`config.mk`:
```
export PLATFORM = sky130hd
export DESIGN_NAME = led_color_pixel_pipeline_core
export DESIGN_NICKNAME = d
export VERILOG_FILES = /design/src/rtl/core/lcp_pkg.sv /design/src/rtl/core/lcp_hsv.sv /design/src/rtl/core/lcp_tilt.sv /design/src/rtl/core/led_color_pixel_pipeline_core.sv
export VERILOG_INCLUDE_DIRS = /design/src /design/src/rtl/core
export SDC_FILE = /design/constraint.sdc
export NUM_CORES = 2
export LEC_CHECK = 0
export BUFFER_PORTS_ARGS = -buffer_cell sky130_fd_sc_hd__buf_2
export CORE_MARGIN = 3
export CORE_UTILIZATION = 55
export CTS_CLUSTER_DIAMETER = 60
export CTS_CLUSTER_SIZE = 30
export DETAILED_ROUTE_END_ITERATION = 6
export PLACE_DENSITY = 0.75
export SYNTH_ARGS = -nofsm -noshare
export SYNTH_HDL_FRONTEND = slang
export SYNTH_SLANG_ARGS = --single-unit
export TNS_END_PERCENT = 100
```
`constraint.sdc`:
```
create_clock -name clk_i -period 11.5 [get_ports clk_i]
set_input_delay 2.3 -clock clk_i [delete_from_list [all_inputs] [get_ports clk_i]]
set_output_delay 2.3 -clock clk_i [all_outputs]
set_load 0.02 [all_outputs]
```
`src/rtl/core/led_color_pixel_pipeline_core_assert.svh`:
```
// Assertion macros for the LED pixel pipeline core.
// Depends on nothing; included by the top level.
`ifndef LED_COLOR_PIXEL_PIPELINE_CORE_ASSERT_SVH
`define LED_COLOR_PIXEL_PIPELINE_CORE_ASSERT_SVH
`ifndef ASSERT_OFF
`define LCP_ASSERT(label, clk, rst_n, prop) \
  label: assert property (@(posedge clk) disable iff (!rst_n) prop) else $error("%m failed");
`define LCP_ASSERT_NORST(label, clk, prop) \
  label: assert property (@(posedge clk) prop) else $error("%m failed");
`else
`define LCP_ASSERT(label, clk, rst_n, prop)
`define LCP_ASSERT_NORST(label, clk, prop)
`endif
`endif

```
`src/rtl/core/lcp_pkg.sv`:
```
// Package for the LED pixel pipeline: payload types, register indexes, gamma table.
// Used by every module of the core.
`timescale 1ns / 1ps
`default_nettype none
package lcp_pkg;

  localparam int unsigned CfgIdxW = 1;
  localparam int unsigned CfgDataW = 8;
  localparam logic [CfgIdxW-1:0] RegWarmth = 1'd0;
  localparam logic [CfgIdxW-1:0] RegGammaEn = 1'd1;
  localparam logic OpHsv = 1'b0;

  typedef struct packed {
    logic       op;
    logic [15:0] hue;
    logic [7:0] sat;
    logic [7:0] val;
    logic [7:0] red_in;
    logic [7:0] green_in;
    logic [7:0] blue_in;
  } pix_in_t;

  typedef struct packed {
    logic [7:0] red;
    logic [7:0] green;
    logic [7:0] blue;
  } pix_out_t;

  typedef struct packed {
    logic signed [7:0] warmth;
    logic              gamma_en;
  } cfg_t;

  // x / 255 for x < 65280 (exact)
  function automatic logic [7:0] div255(input logic [15:0] x);
    logic [16:0] y;
    begin
      y = {1'b0, x} + 17'd1 + {9'd0, x[15:8]};
      div255 = y[15:8];
    end
  endfunction

  function automatic logic [7:0] gamma(input logic [7:0] x);
    logic [7:0] lut [256];
    begin
      lut = '{
        8'd0,8'd0,8'd0,8'd0,8'd0,8'd0,8'd0,8'd0,8'd0,8'd0,8'd0,8'd0,8'd0,8'd0,8'd0,8'd1,
        8'd1,8'd1,8'd1,8'd1,8'd1,8'd1,8'd1,8'd1,8'd1,8'd2,8'd2,8'd2,8'd2,8'd2,8'd2,8'd2,
        8'd3,8'd3,8'd3,8'd3,8'd3,8'd4,8'd4,8'd4,8'd4,8'd5,8'd5,8'd5,8'd5,8'd6,8'd6,8'd6,
        8'd6,8'd7,8'd7,8'd7,8'd8,8'd8,8'd8,8'd9,8'd9,8'd9,8'd10,8'd10,8'd11,8'd11,8'd11,8'd12,
        8'd12,8'd13,8'd13,8'd13,8'd14,8'd14,8'd15,8'd15,8'd16,8'd16,8'd17,8'd17,8'd18,8'd18,
        8'd19,8'd19,
        8'd20,8'd20,8'd21,8'd22,8'd22,8'd23,8'd23,8'd24,8'd25,8'd25,8'd26,8'd26,8'd27,8'd28,
        8'd28,8'd29,
        8'd30,8'd30,8'd31,8'd32,8'd33,8'd33,8'd34,8'd35,8'd35,8'd36,8'd37,8'd38,8'd39,8'd39,
        8'd40,8'd41,
        8'd42,8'd43,8'd43,8'd44,8'd45,8'd46,8'd47,8'd48,8'd49,8'd49,8'd50,8'd51,8'd52,8'd53,
        8'd54,8'd55,
        8'd56,8'd57,8'd58,8'd59,8'd60,8'd61,8'd62,8'd63,8'd64,8'd65,8'd66,8'd67,8'd68,8'd69,
        8'd70,8'd71,
        8'd73,8'd74,8'd75,8'd76,8'd77,8'd78,8'd79,8'd81,8'd82,8'd83,8'd84,8'd85,8'd87,8'd88,
        8'd89,8'd90,
        8'd91,8'd93,8'd94,8'd95,8'd97,8'd98,8'd99,8'd100,8'd102,8'd103,8'd105,8'd106,8'd107,
        8'd109,8'd110,8'd111,
        8'd113,8'd114,8'd116,8'd117,8'd119,8'd120,8'd121,8'd123,8'd124,8'd126,8'd127,8'd129,
        8'd130,8'd132,8'd133,8'd135,
        8'd137,8'd138,8'd140,8'd141,8'd143,8'd145,8'd146,8'd148,8'd149,8'd151,8'd153,8'd154,
        8'd156,8'd158,8'd159,8'd161,
        8'd163,8'd165,8'd166,8'd168,8'd170,8'd172,8'd173,8'd175,8'd177,8'd179,8'd181,8'd182,
        8'd184,8'd186,8'd188,8'd190,
        8'd192,8'd194,8'd196,8'd197,8'd199,8'd201,8'd203,8'd205,8'd207,8'd209,8'd211,8'd213,
        8'd215,8'd217,8'd219,8'd221,
        8'd223,8'd225,8'd227,8'd229,8'd231,8'd234,8'd236,8'd238,8'd240,8'd242,8'd244,8'd246,
        8'd248,8'd251,8'd253,8'd255};
      gamma = lut[x];
    end
  endfunction

endpackage
`default_nettype wire

```
`src/rtl/core/lcp_hsv.sv`:
```
// HSV to RGB front end: hue reduction, sector split, p/q/t products (3 stages).
// Depends on lcp_pkg.
`timescale 1ns / 1ps
`default_nettype none
module lcp_hsv (
  input  wire               clk_i,
  input  wire               rst_ni,
  input  wire               valid_i,
  input  wire lcp_pkg::pix_in_t pix_i,
  output logic              valid_o,
  output lcp_pkg::pix_out_t pix_o
);

  // stage A: hue mod 360 via quotient estimate (hue*2912>>20 at most 1 low)
  logic [15:0] hue_mod_d;
  logic [27:0] qprod;
  logic [9:0]  qest;
  logic [18:0] rmd;
  always_comb begin
    qprod = {12'd0, pix_i.hue} * 28'd2912;
    qest  = qprod[27:18] >> 2;
    rmd   = {3'd0, pix_i.hue} - {9'd0, qest} * 19'd360;
    if (rmd >= 19'd360) rmd = rmd - 19'd360;
    if (rmd >= 19'd360) rmd = rmd - 19'd360;
    hue_mod_d = rmd[15:0];
  end

  logic             va_q;
  logic [8:0]       ha_q;
  lcp_pkg::pix_in_t pa_q;
  always_ff @(posedge clk_i or negedge rst_ni) begin
    if (!rst_ni) begin
      va_q <= 1'b0;
    end else begin
      va_q <= valid_i;
    end
  end
  always_ff @(posedge clk_i) begin
    ha_q <= hue_mod_d[8:0];
    pa_q <= pix_i;
  end

  // stage B: region, rem, s*rem/255, s*(255-rem)/255, v*(255-s)/255
  logic [2:0] region_d;
  logic [5:0] hm60;
  logic [7:0] rem_d;
  logic [7:0] sr_d, srn_d, p_d;
  always_comb begin
    if      (ha_q >= 9'd300) begin region_d = 3'd5; hm60 = 6'(ha_q - 9'd300); end
    else if (ha_q >= 9'd240) begin region_d = 3'd4; hm60 = 6'(ha_q - 9'd240); end
    else if (ha_q >= 9'd180) begin region_d = 3'd3; hm60 = 6'(ha_q - 9'd180); end
    else if (ha_q >= 9'd120) begin region_d = 3'd2; hm60 = 6'(ha_q - 9'd120); end
    else if (ha_q >= 9'd60)  begin region_d = 3'd1; hm60 = 6'(ha_q - 9'd60); end
    else                     begin region_d = 3'd0; hm60 = 6'(ha_q); end
    // rem = hm60*255/60 = hm60*17/4
    rem_d = 8'(({4'd0, hm60} * 10'd17) >> 2);
    sr_d  = lcp_pkg::div255(16'(pa_q.sat) * 16'(rem_d));
    srn_d = lcp_pkg::div255(16'(pa_q.sat) * 16'(8'd255 - rem_d));
    p_d   = lcp_pkg::div255(16'(pa_q.val) * 16'(8'd255 - pa_q.sat));
  end

  logic             vb_q;
  logic [2:0]       rg_q;
  logic [7:0]       sr_q, srn_q, p_q;
  lcp_pkg::pix_in_t pb_q;
  always_ff @(posedge clk_i or negedge rst_ni) begin
    if (!rst_ni) begin
      vb_q <= 1'b0;
    end else begin
      vb_q <= va_q;
    end
  end
  always_ff @(posedge clk_i) begin
    rg_q  <= region_d;
    sr_q  <= sr_d;
    srn_q <= srn_d;
    p_q   <= p_d;
    pb_q  <= pa_q;
  end

  // stage C: q, t and sector select
  logic [7:0] q_c, t_c, v_c;
  lcp_pkg::pix_out_t rgb_d;
  always_comb begin
    v_c = pb_q.val;
    q_c = lcp_pkg::div255(16'(v_c) * 16'(8'd255 - sr_q));
    t_c = lcp_pkg::div255(16'(v_c) * 16'(8'd255 - srn_q));
    case (rg_q)
      3'd0:    rgb_d = '{red: v_c, green: t_c, blue: p_q};
      3'd1:    rgb_d = '{red: q_c, green: v_c, blue: p_q};
      3'd2:    rgb_d = '{red: p_q, green: v_c, blue: t_c};
      3'd3:    rgb_d = '{red: p_q, green: q_c, blue: v_c};
      3'd4:    rgb_d = '{red: t_c, green: p_q, blue: v_c};
      default: rgb_d = '{red: v_c, green: p_q, blue: q_c};
    endcase
    if (pb_q.op != lcp_pkg::OpHsv) begin
      rgb_d = '{red: pb_q.red_in, green: pb_q.green_in, blue: pb_q.blue_in};
    end
  end

  logic              vc_q;
  lcp_pkg::pix_out_t rgb_q;
  always_ff @(posedge clk_i or negedge rst_ni) begin
    if (!rst_ni) begin
      vc_q <= 1'b0;
    end else begin
      vc_q <= vb_q;
    end
  end
  always_ff @(posedge clk_i) begin
    rgb_q <= rgb_d;
  end

  assign valid_o = vc_q;
  assign pix_o   = rgb_q;

endmodule
`default_nettype wire

```
`src/rtl/core/lcp_tilt.sv`:
```
// Warmth tilt and gamma back end (2 stages).
// Depends on lcp_pkg.
`timescale 1ns / 1ps
`default_nettype none
module lcp_tilt (
  input  wire               clk_i,
  input  wire               rst_ni,
  input  wire lcp_pkg::cfg_t cfg_i,
  input  wire               valid_i,
  input  wire lcp_pkg::pix_out_t pix_i,
  output logic              valid_o,
  output lcp_pkg::pix_out_t pix_o
);

  // stage D: ch*pct*warmth product (|x| <= 255*45*100)
  logic signed [7:0] pct_w [3];
  logic signed [21:0] prod_d [3];
  logic [7:0] ch [3];
  always_comb begin
    ch[0] = pix_i.red;
    ch[1] = pix_i.green;
    ch[2] = pix_i.blue;
    pct_w[0] = 8'sd45;
    pct_w[1] = 8'sd12;
    pct_w[2] = -8'sd45;
    for (int i = 0; i < 3; i++) begin
      prod_d[i] = 22'($signed({1'b0, ch[i]})) * 22'(pct_w[i]) * 22'(cfg_i.warmth);
    end
  end

  logic              vd_q;
  logic signed [21:0] prod_q [3];
  logic [7:0]        ch_q [3];
  always_ff @(posedge clk_i or negedge rst_ni) begin
    if (!rst_ni) begin
      vd_q <= 1'b0;
    end else begin
      vd_q <= valid_i;
    end
  end
  always_ff @(posedge clk_i) begin
    prod_q <= prod_d;
    ch_q   <= ch;
  end

  // stage E: truncating /10000 via reciprocal, clamp, gamma
  logic [20:0] mag;
  logic [41:0] qm;
  logic [7:0]  qv;
  logic signed [9:0] x;
  logic [7:0]  c [3];
  lcp_pkg::pix_out_t out_d;
  always_comb begin
    for (int i = 0; i < 3; i++) begin
      mag = prod_q[i][21] ? 21'(-prod_q[i]) : prod_q[i][20:0];
      // floor(m/10000) = (m*429497)>>32 for m <= 255*45*100
      qm  = {21'd0, mag} * 42'd429497;
      qv  = qm[39:32];
      x   = $signed({2'b0, ch_q[i]})
            + (prod_q[i][21] ? -$signed({2'b0, qv}) : $signed({2'b0, qv}));
      if (x < 0)           c[i] = 8'd0;
      else if (x > 10'sd255) c[i] = 8'd255;
      else                 c[i] = x[7:0];
      if (cfg_i.gamma_en) c[i] = lcp_pkg::gamma(c[i]);
    end
    out_d = '{red: c[0], green: c[1], blue: c[2]};
  end

  logic              ve_q;
  lcp_pkg::pix_out_t out_q;
  always_ff @(posedge clk_i or negedge rst_ni) begin
    if (!rst_ni) begin
      ve_q <= 1'b0;
    end else begin
      ve_q <= vd_q;
    end
  end
  always_ff @(posedge clk_i) begin
    out_q <= out_d;
  end

  assign valid_o = ve_q;
  assign pix_o   = out_q;

endmodule
`default_nettype wire

```
`src/rtl/core/led_color_pixel_pipeline_core.sv`:
```
// LED pixel pipeline top level: config registers, HSV front end, tilt/gamma back end.
// Depends on lcp_pkg, lcp_hsv, lcp_tilt and the assertion header.
//
// Usage: drive start_i with pix_i for one cycle per beat; busy_o is always
// low, so one pixel enters every cycle. Each pixel gives one beat on pix_o
// with done_o high for one cycle, once it has passed the registered stages
// (hue reduce, sector/products, p/q/t select, tilt product, divide/clamp/
// gamma). Throughput is one pixel per cycle. The receiver cannot stall;
// results are presented once. Config is written through cfg_we_i,
// cfg_idx_i and cfg_data_i while the pipe is empty; warmth saturates to
// -100..100 on write. Reset clears warmth, gamma enable and all valid bits.
`timescale 1ns / 1ps
`default_nettype none
`include "led_color_pixel_pipeline_core_assert.svh"
module led_color_pixel_pipeline_core (
  input  wire                                clk_i,
  input  wire                                rst_ni,
  input  wire                                start_i,
  output logic                               busy_o,
  input  wire lcp_pkg::pix_in_t              pix_i,
  output logic                               done_o,
  output lcp_pkg::pix_out_t                  pix_o,
  input  wire                                cfg_we_i,
  input  wire [lcp_pkg::CfgIdxW-1:0]         cfg_idx_i,
  input  wire [lcp_pkg::CfgDataW-1:0]        cfg_data_i
);

  lcp_pkg::cfg_t cfg_q, cfg_d;
  always_comb begin
    cfg_d = cfg_q;
    if (cfg_we_i) begin
      unique case (cfg_idx_i)
        lcp_pkg::RegWarmth: begin
          if ($signed(cfg_data_i) > 8'sd100)       cfg_d.warmth = 8'sd100;
          else if ($signed(cfg_data_i) < -8'sd100) cfg_d.warmth = -8'sd100;
          else                                     cfg_d.warmth = $signed(cfg_data_i);
        end
        lcp_pkg::RegGammaEn: cfg_d.gamma_en = cfg_data_i[0];
        default: ;
      endcase
    end
  end
  always_ff @(posedge clk_i or negedge rst_ni) begin
    if (!rst_ni) begin
      cfg_q <= '0;
    end else begin
      cfg_q <= cfg_d;
    end
  end

  assign busy_o = 1'b0;

  logic              mid_v;
  lcp_pkg::pix_out_t mid_pix;

  lcp_hsv u_hsv (
    .clk_i   (clk_i),
    .rst_ni  (rst_ni),
    .valid_i (start_i),
    .pix_i   (pix_i),
    .valid_o (mid_v),
    .pix_o   (mid_pix)
  );

  lcp_tilt u_tilt (
    .clk_i   (clk_i),
    .rst_ni  (rst_ni),
    .cfg_i   (cfg_q),
    .valid_i (mid_v),
    .pix_i   (mid_pix),
    .valid_o (done_o),
    .pix_o   (pix_o)
  );

  `LCP_ASSERT(a_latency, clk_i, rst_ni, start_i |-> ##5 done_o)
  `LCP_ASSERT(a_no_spurious, clk_i, rst_ni, done_o |-> $past(start_i, 5))
  `LCP_ASSERT(a_warmth_range, clk_i, rst_ni, cfg_q.warmth <= 8'sd100 && cfg_q.warmth >= -8'sd100)

endmodule
`default_nettype wire
```
After elaboration in Yosys (flattened, before gate mapping)
Memory sizes are Yosys's and may differ from the RTL's.
Cells that the tools add are included.

operators by class
  $add $sub $neg = 31
  multiply operators = 17
  order comparisons = 18
  equal/unequal tests = 4
  muxes and demuxes = 36
  bitwise logic cells = 4
  reductions and logical operators = 4

operator list
  cell                                                                    number
  8-bit two-way mux                                                       17
  21-bit by 19-bit multiplier with 40-bit output, second input constant   3
  24-bit one-hot mux with 5 select lines                                  1
  16-bit by 1-bit adder with 16-bit output, second input constant         5
  16-bit by 8-bit adder with 16-bit output                                5
  8-bit by 16-bit multiplier with 16-bit output                           4
  21-bit two-way mux                                                      3
  21-bit negator                                                          3
  19-bit by 9-bit >= comparator with 1-bit output, second input constant  2
  9-bit >= comparator, second input constant                              4
  8-bit by 8-bit subtractor with 9-bit output, first input constant       4
  9-bit by 10-bit adder with 10-bit output                                3
  10-bit by 9-bit > comparator with 1-bit output, second input constant   3
  10-bit by 1-bit < comparator with 1-bit output, second input constant   3
  10-bit two-way mux                                                      3
  6-bit two-way mux                                                       5
  8-bit negator with 10-bit output                                        3
  6-bit subtractor, second input constant                                 5
  8-bit by 6-bit multiplier with 14-bit output, second input constant     2
  8-bit NOT with 9-bit output                                             3
  24-bit two-way mux                                                      1
  16-bit by 7-bit multiplier with 23-bit output, second input constant    1
  15-bit by 8-bit multiplier with 22-bit output                           1
  16-bit by 8-bit multiplier with 22-bit output                           1
  other kinds (24)                                                        29

storage, ports and cells
  register bits after elaboration = 260
  ROM bits = 6144
  output and inout port bits = 26
  logic and storage cells = 153
  memories = 3

memories
  memory            words  bits a word  rd ports  clocked after Yosys merged registers in  write ports  RTL line       text
  (name not given)  256    8            1         0                                        0            lcp_pkg.sv:75  gamma = lut[x];
  (name not given)  256    8            1         0                                        0            lcp_pkg.sv:75
  (name not given)  256    8            1         0                                        0            lcp_pkg.sv:75

Logic depth before layout (Yosys ltp)
  word-level depth = 14
  depth in mapped cells = 57

By module
A second synthesis with hierarchy kept.

second synthesis, totals
  cell total of the unflattened synthesis = 7492
  area, all modules = 64727.1 µm²

by module, submodules not included
  module                         instances  cells an instance  area each (µm²)  seq. area each (µm²)
  lcp_tilt                       1          5122               43638.1          2272.2
  lcp_hsv                        1          2322               20599.8          2757.6
  led_color_pixel_pipeline_core  1          48                 489.2            225.2

Worst setup path after synthesis
Ideal clock, no wire load.

  path kind = flip-flop to flip-flop
  from = reg u_tilt.prod_q[48] in the netlist's numbering
  to = reg u_tilt.out_q, in the netlist u_tilt.pix_o[17]
  library setup time = 0.086 ns
  arrival = 11.723 ns
  data required time = 11.414 ns
  setup slack = -0.309 ns
  cell stages (with the launch flop) = 51
  path buffers = 3
  period minus slack after synthesis = 11.809 ns
  cells stage by stage = dfxtp_1 > nor4_1 > nand2b_1 > nor2_1 > nand3_1 > nor4_1 > nor2_1 > xor2_1 > ha_1 > fa_1 > inv_1 > fa_1 > inv_1 > fa_1 > fa_1 > inv_1 > fa_1 > inv_1 > [... 15 more ...] > o21ai_0 > a21o_1 > a21o_1 > a21oi_1 > nor2_1 > or4_1 > o2111a_1 > buf_2 > clkbuf_1 > a21oi_1 > inv_1 > ha_1 > clkbuf_1 > o22ai_1 > a221oi_1 > a211oi_1 > or4_1 > a211oi_1

RTL lines
  item                    RTL line        text
  from (decl)             lcp_tilt.sv:32  logic signed [21:0] prod_q [3];
  from (signal assigned)  lcp_tilt.sv:42  prod_q <= prod_d;
  to (signal assigned)    lcp_tilt.sv:79  out_q <= out_d;
  to (decl)               lcp_tilt.sv:70  lcp_pkg::pix_out_t out_q;

==> results.toml <==
[floorplan]
die_x_microns = 346
core_sq_mm = 0.115
num_io_pins = 96
rows = 124
dieArea_sq_mm = 0.120
initial_utilization = 0.556
die_y_microns = 346

[route]
drt_iter0_drc = 4437
ant_nets = 0
avgRoutedWirePerCell_microns = 18.8
routed_wl_microns = 177000
first_pass_iters = 6
viasPerCell = 5.68
drc = 0
vias = 53600

[yosys]
synth_xor_area_frac = 0.0503
synthTopCellsByArea = "fa_1 (28%), ha_1 (21%), inv_1 (9.7%)"
synth_fa_ha_area_frac = 0.490
seq_area_frac_synth = 0.0824
syn_nets = 9391
synth-edff-count = 0
synth-compound-area-share = 0.132
synth_cell_types = 108
yosysTopAreaCellShare = 0.280
synth_top_family_by_area = "adder cells"
syn-cell-area_sq_mm = 0.0638
ys_ff_latch = 259
async_reset_ff_frac = 0.0541
synth_simple_gate_area_share = 0.130
synth_warnings = 0
synth-main-ff-cell = "dfxtp_1"
yosysTopAreaCell = "fa_1"
yosys-mux-area-fraction = 0.00569
syn_inst = 7357
postSynthAreaPerCell_sq_um = 8.67

[cts]
clockBufferDepth = 3
cts.clk_slew.worst_paths_ps = 70
clock_sinks = 259
h-tree-depth = 2
root_buffer = "clkbuf_16"
clock_latency_ps = 630
cts_hold_buf = 0
tritoncts = "yes"
cts-buffers-inserted = 43

[cells_and_area]
drive_gt1_frac = 0.131
fin_nets = 9927
final_common_cell = "inv_1"
syn_to_final_growth_pct = 14.1
finish.utilization = 0.634
mostFrequentLayoutCells = "inv_1 (1638), ha_1 (1038), fa_1 (886), buf_4 (574), nand2_1 (423)"

[global_routing]
track_usage = 0.293
grt_pass1_vias = 56300
grt_overflow = 0
antenna_found_initial = 9
grt_max_degree = 43
grt_pass1_wl_microns = 288000

[place]
gp_congestion = 1.01
numPortBuffers = 94
dp_hpwl_microns = 144000

[sta]
fmax_mhz = 89.3
slew_headroom = 0.283
final_hold_viol_count = 0
tightest_slew_ps = 1070
setup_violations = 0
finalSetupTns_ps = 0
finClkSkew_ps = 29.4
min_period_ps = 11200
min_period_over_period = 0.974
slew_violations = 0

[worst_setup_path]
max_stage_delay_ps = 550
r2r_slack_ps = 300
required_ps = 12000
cp-end-kind = "flop"
start_kind = "flop"
cp_slowest_cell = "fa_1"
arrival_ps = 11700
critPathKind = "reg -> reg"
cp_max_fo = 5

[min_path]
hold_class = "reg -> reg"

[flow_run]
cap_violations = 0

[run_status]
status = "finished clean"
## cells by family (layout without fill, tap and decap cells)
logic type,Yosys count,in the layout
AO/OA/AOI/OAI,1244,1244
XOR/XNOR,364,364
adder cells (fa/ha/maj),1965,1965
buffers and inverters,1845,2414
flip-flops,259,259
multiplexers,35,35
other,1,2
AND/OR/NAND/NOR,1644,1644
## final cells by class
| class | instances | area [sq um] |
|---|---|---|
| diodes | 1 | 2.50 |
| flip-flops and latches | 259 | 5260 |
| fillers | 9553 | 41900 |
| repair buffers | 680 | 4940 |
| well taps | 1512 | 1890 |
| inverters | 1656 | 6220 |
| clock buffers | 45 | 1090 |
| multi-input cells | 5253 | 52900 |
| clock inverters | 33 | 467 |
## registers in the layout, summed over array words and instances, names as in the netlist, 8 cells and up
register	flops
u_tilt.ch_q	24
u_tilt.pix_o	24
u_hsv.p_q	8
cfg_q	9
u_hsv.pa_q	41
u_hsv.srn_q	8
u_hsv.pb_q	25
u_hsv.v_c	8
u_tilt.prod_q	63
u_hsv.ha_q	9
u_hsv.pix_o	24
u_hsv.sr_q	8
## critical path, delay by kind of cell, from the launching register on
kind,cells,cell delay (ps)
XOR/XNOR,2,440
AND/OR/NAND/NOR,10,2350
adder cells (fa/ha/maj),9,3560
buffers and inverters,9,920
flip-flops,1,330
AO/OA/AOI/OAI,14,3370
multiplexers,1,70
## worst paths after layout
path | from | end | depth (start not counted)
min reg2reg | u_hsv.pa_q[14] | u_hsv.pb_q[14] | 0
max | u_tilt.prod_q[4] | u_tilt.pix_o[2] | 45
min in group asynchronous | rst_ni | cfg_q[3] | 1
max reg2reg | u_tilt.prod_q[4] | u_tilt.pix_o[2] | 45
min | u_hsv.pa_q[14] | u_hsv.pb_q[14] | 0
max in group asynchronous | rst_ni | cfg_q[7] | 1
## per-stage QoR
step                cells  instance area [sq um]  worst slack [ps]  hold slack [ps]
floorplan            7357                  63800              7.31              310
CTS                  9401                  71300              3.94              315
global route         9438                  72700              -157              316
finish               9439                  72700               298              323
detailed placement   9319                  69600              -706              312
global placement     9319                  69600              -444              313
## cells in the mapped netlist (all sizes together) (41+ instances only)
cell	instances
o21bai	62
nand2b	178
o21a	51
xor2	97
nand3	87
o211ai	53
a21o	78
nor2b	143
nor2	323
a21oi	312
o21ai	239
fa	891
xnor2	266
nand2	428
clkbuf	167
inv	1652
dfxtp	245
and2	222
a31oi	41
ha	1073
a211oi	49
nor3	91
## repair_timing
item | 4_1_cts | 5_1_grt
setup buffers | 4 | 37
endpoints found under the hold margin | 0 | 0
setup endpoints to repair | 16 | 30
pin swaps | 5 | 107
gates resized for setup | 41 | 241
## metal layers
| metal | vias to the layer above | track usage | share of wire | routed length (microns) |
|---|---|---|---|---|
| li1 | 24900 | - | - | - |
| met5 | - | 0 | 0.00030 | 53 |
| met2 | 1981 | 0.498 | 0.48 | 84800 |
| met4 | 8 | 0.100 | 0.037 | 6640 |
| met3 | 465 | 0.0393 | 0.068 | 12100 |
| met1 | 26300 | 0.384 | 0.42 | 73700 |
Power is not shown: default switching activity piles up to over one toggle a cycle in this logic, so the estimate is an artifact.
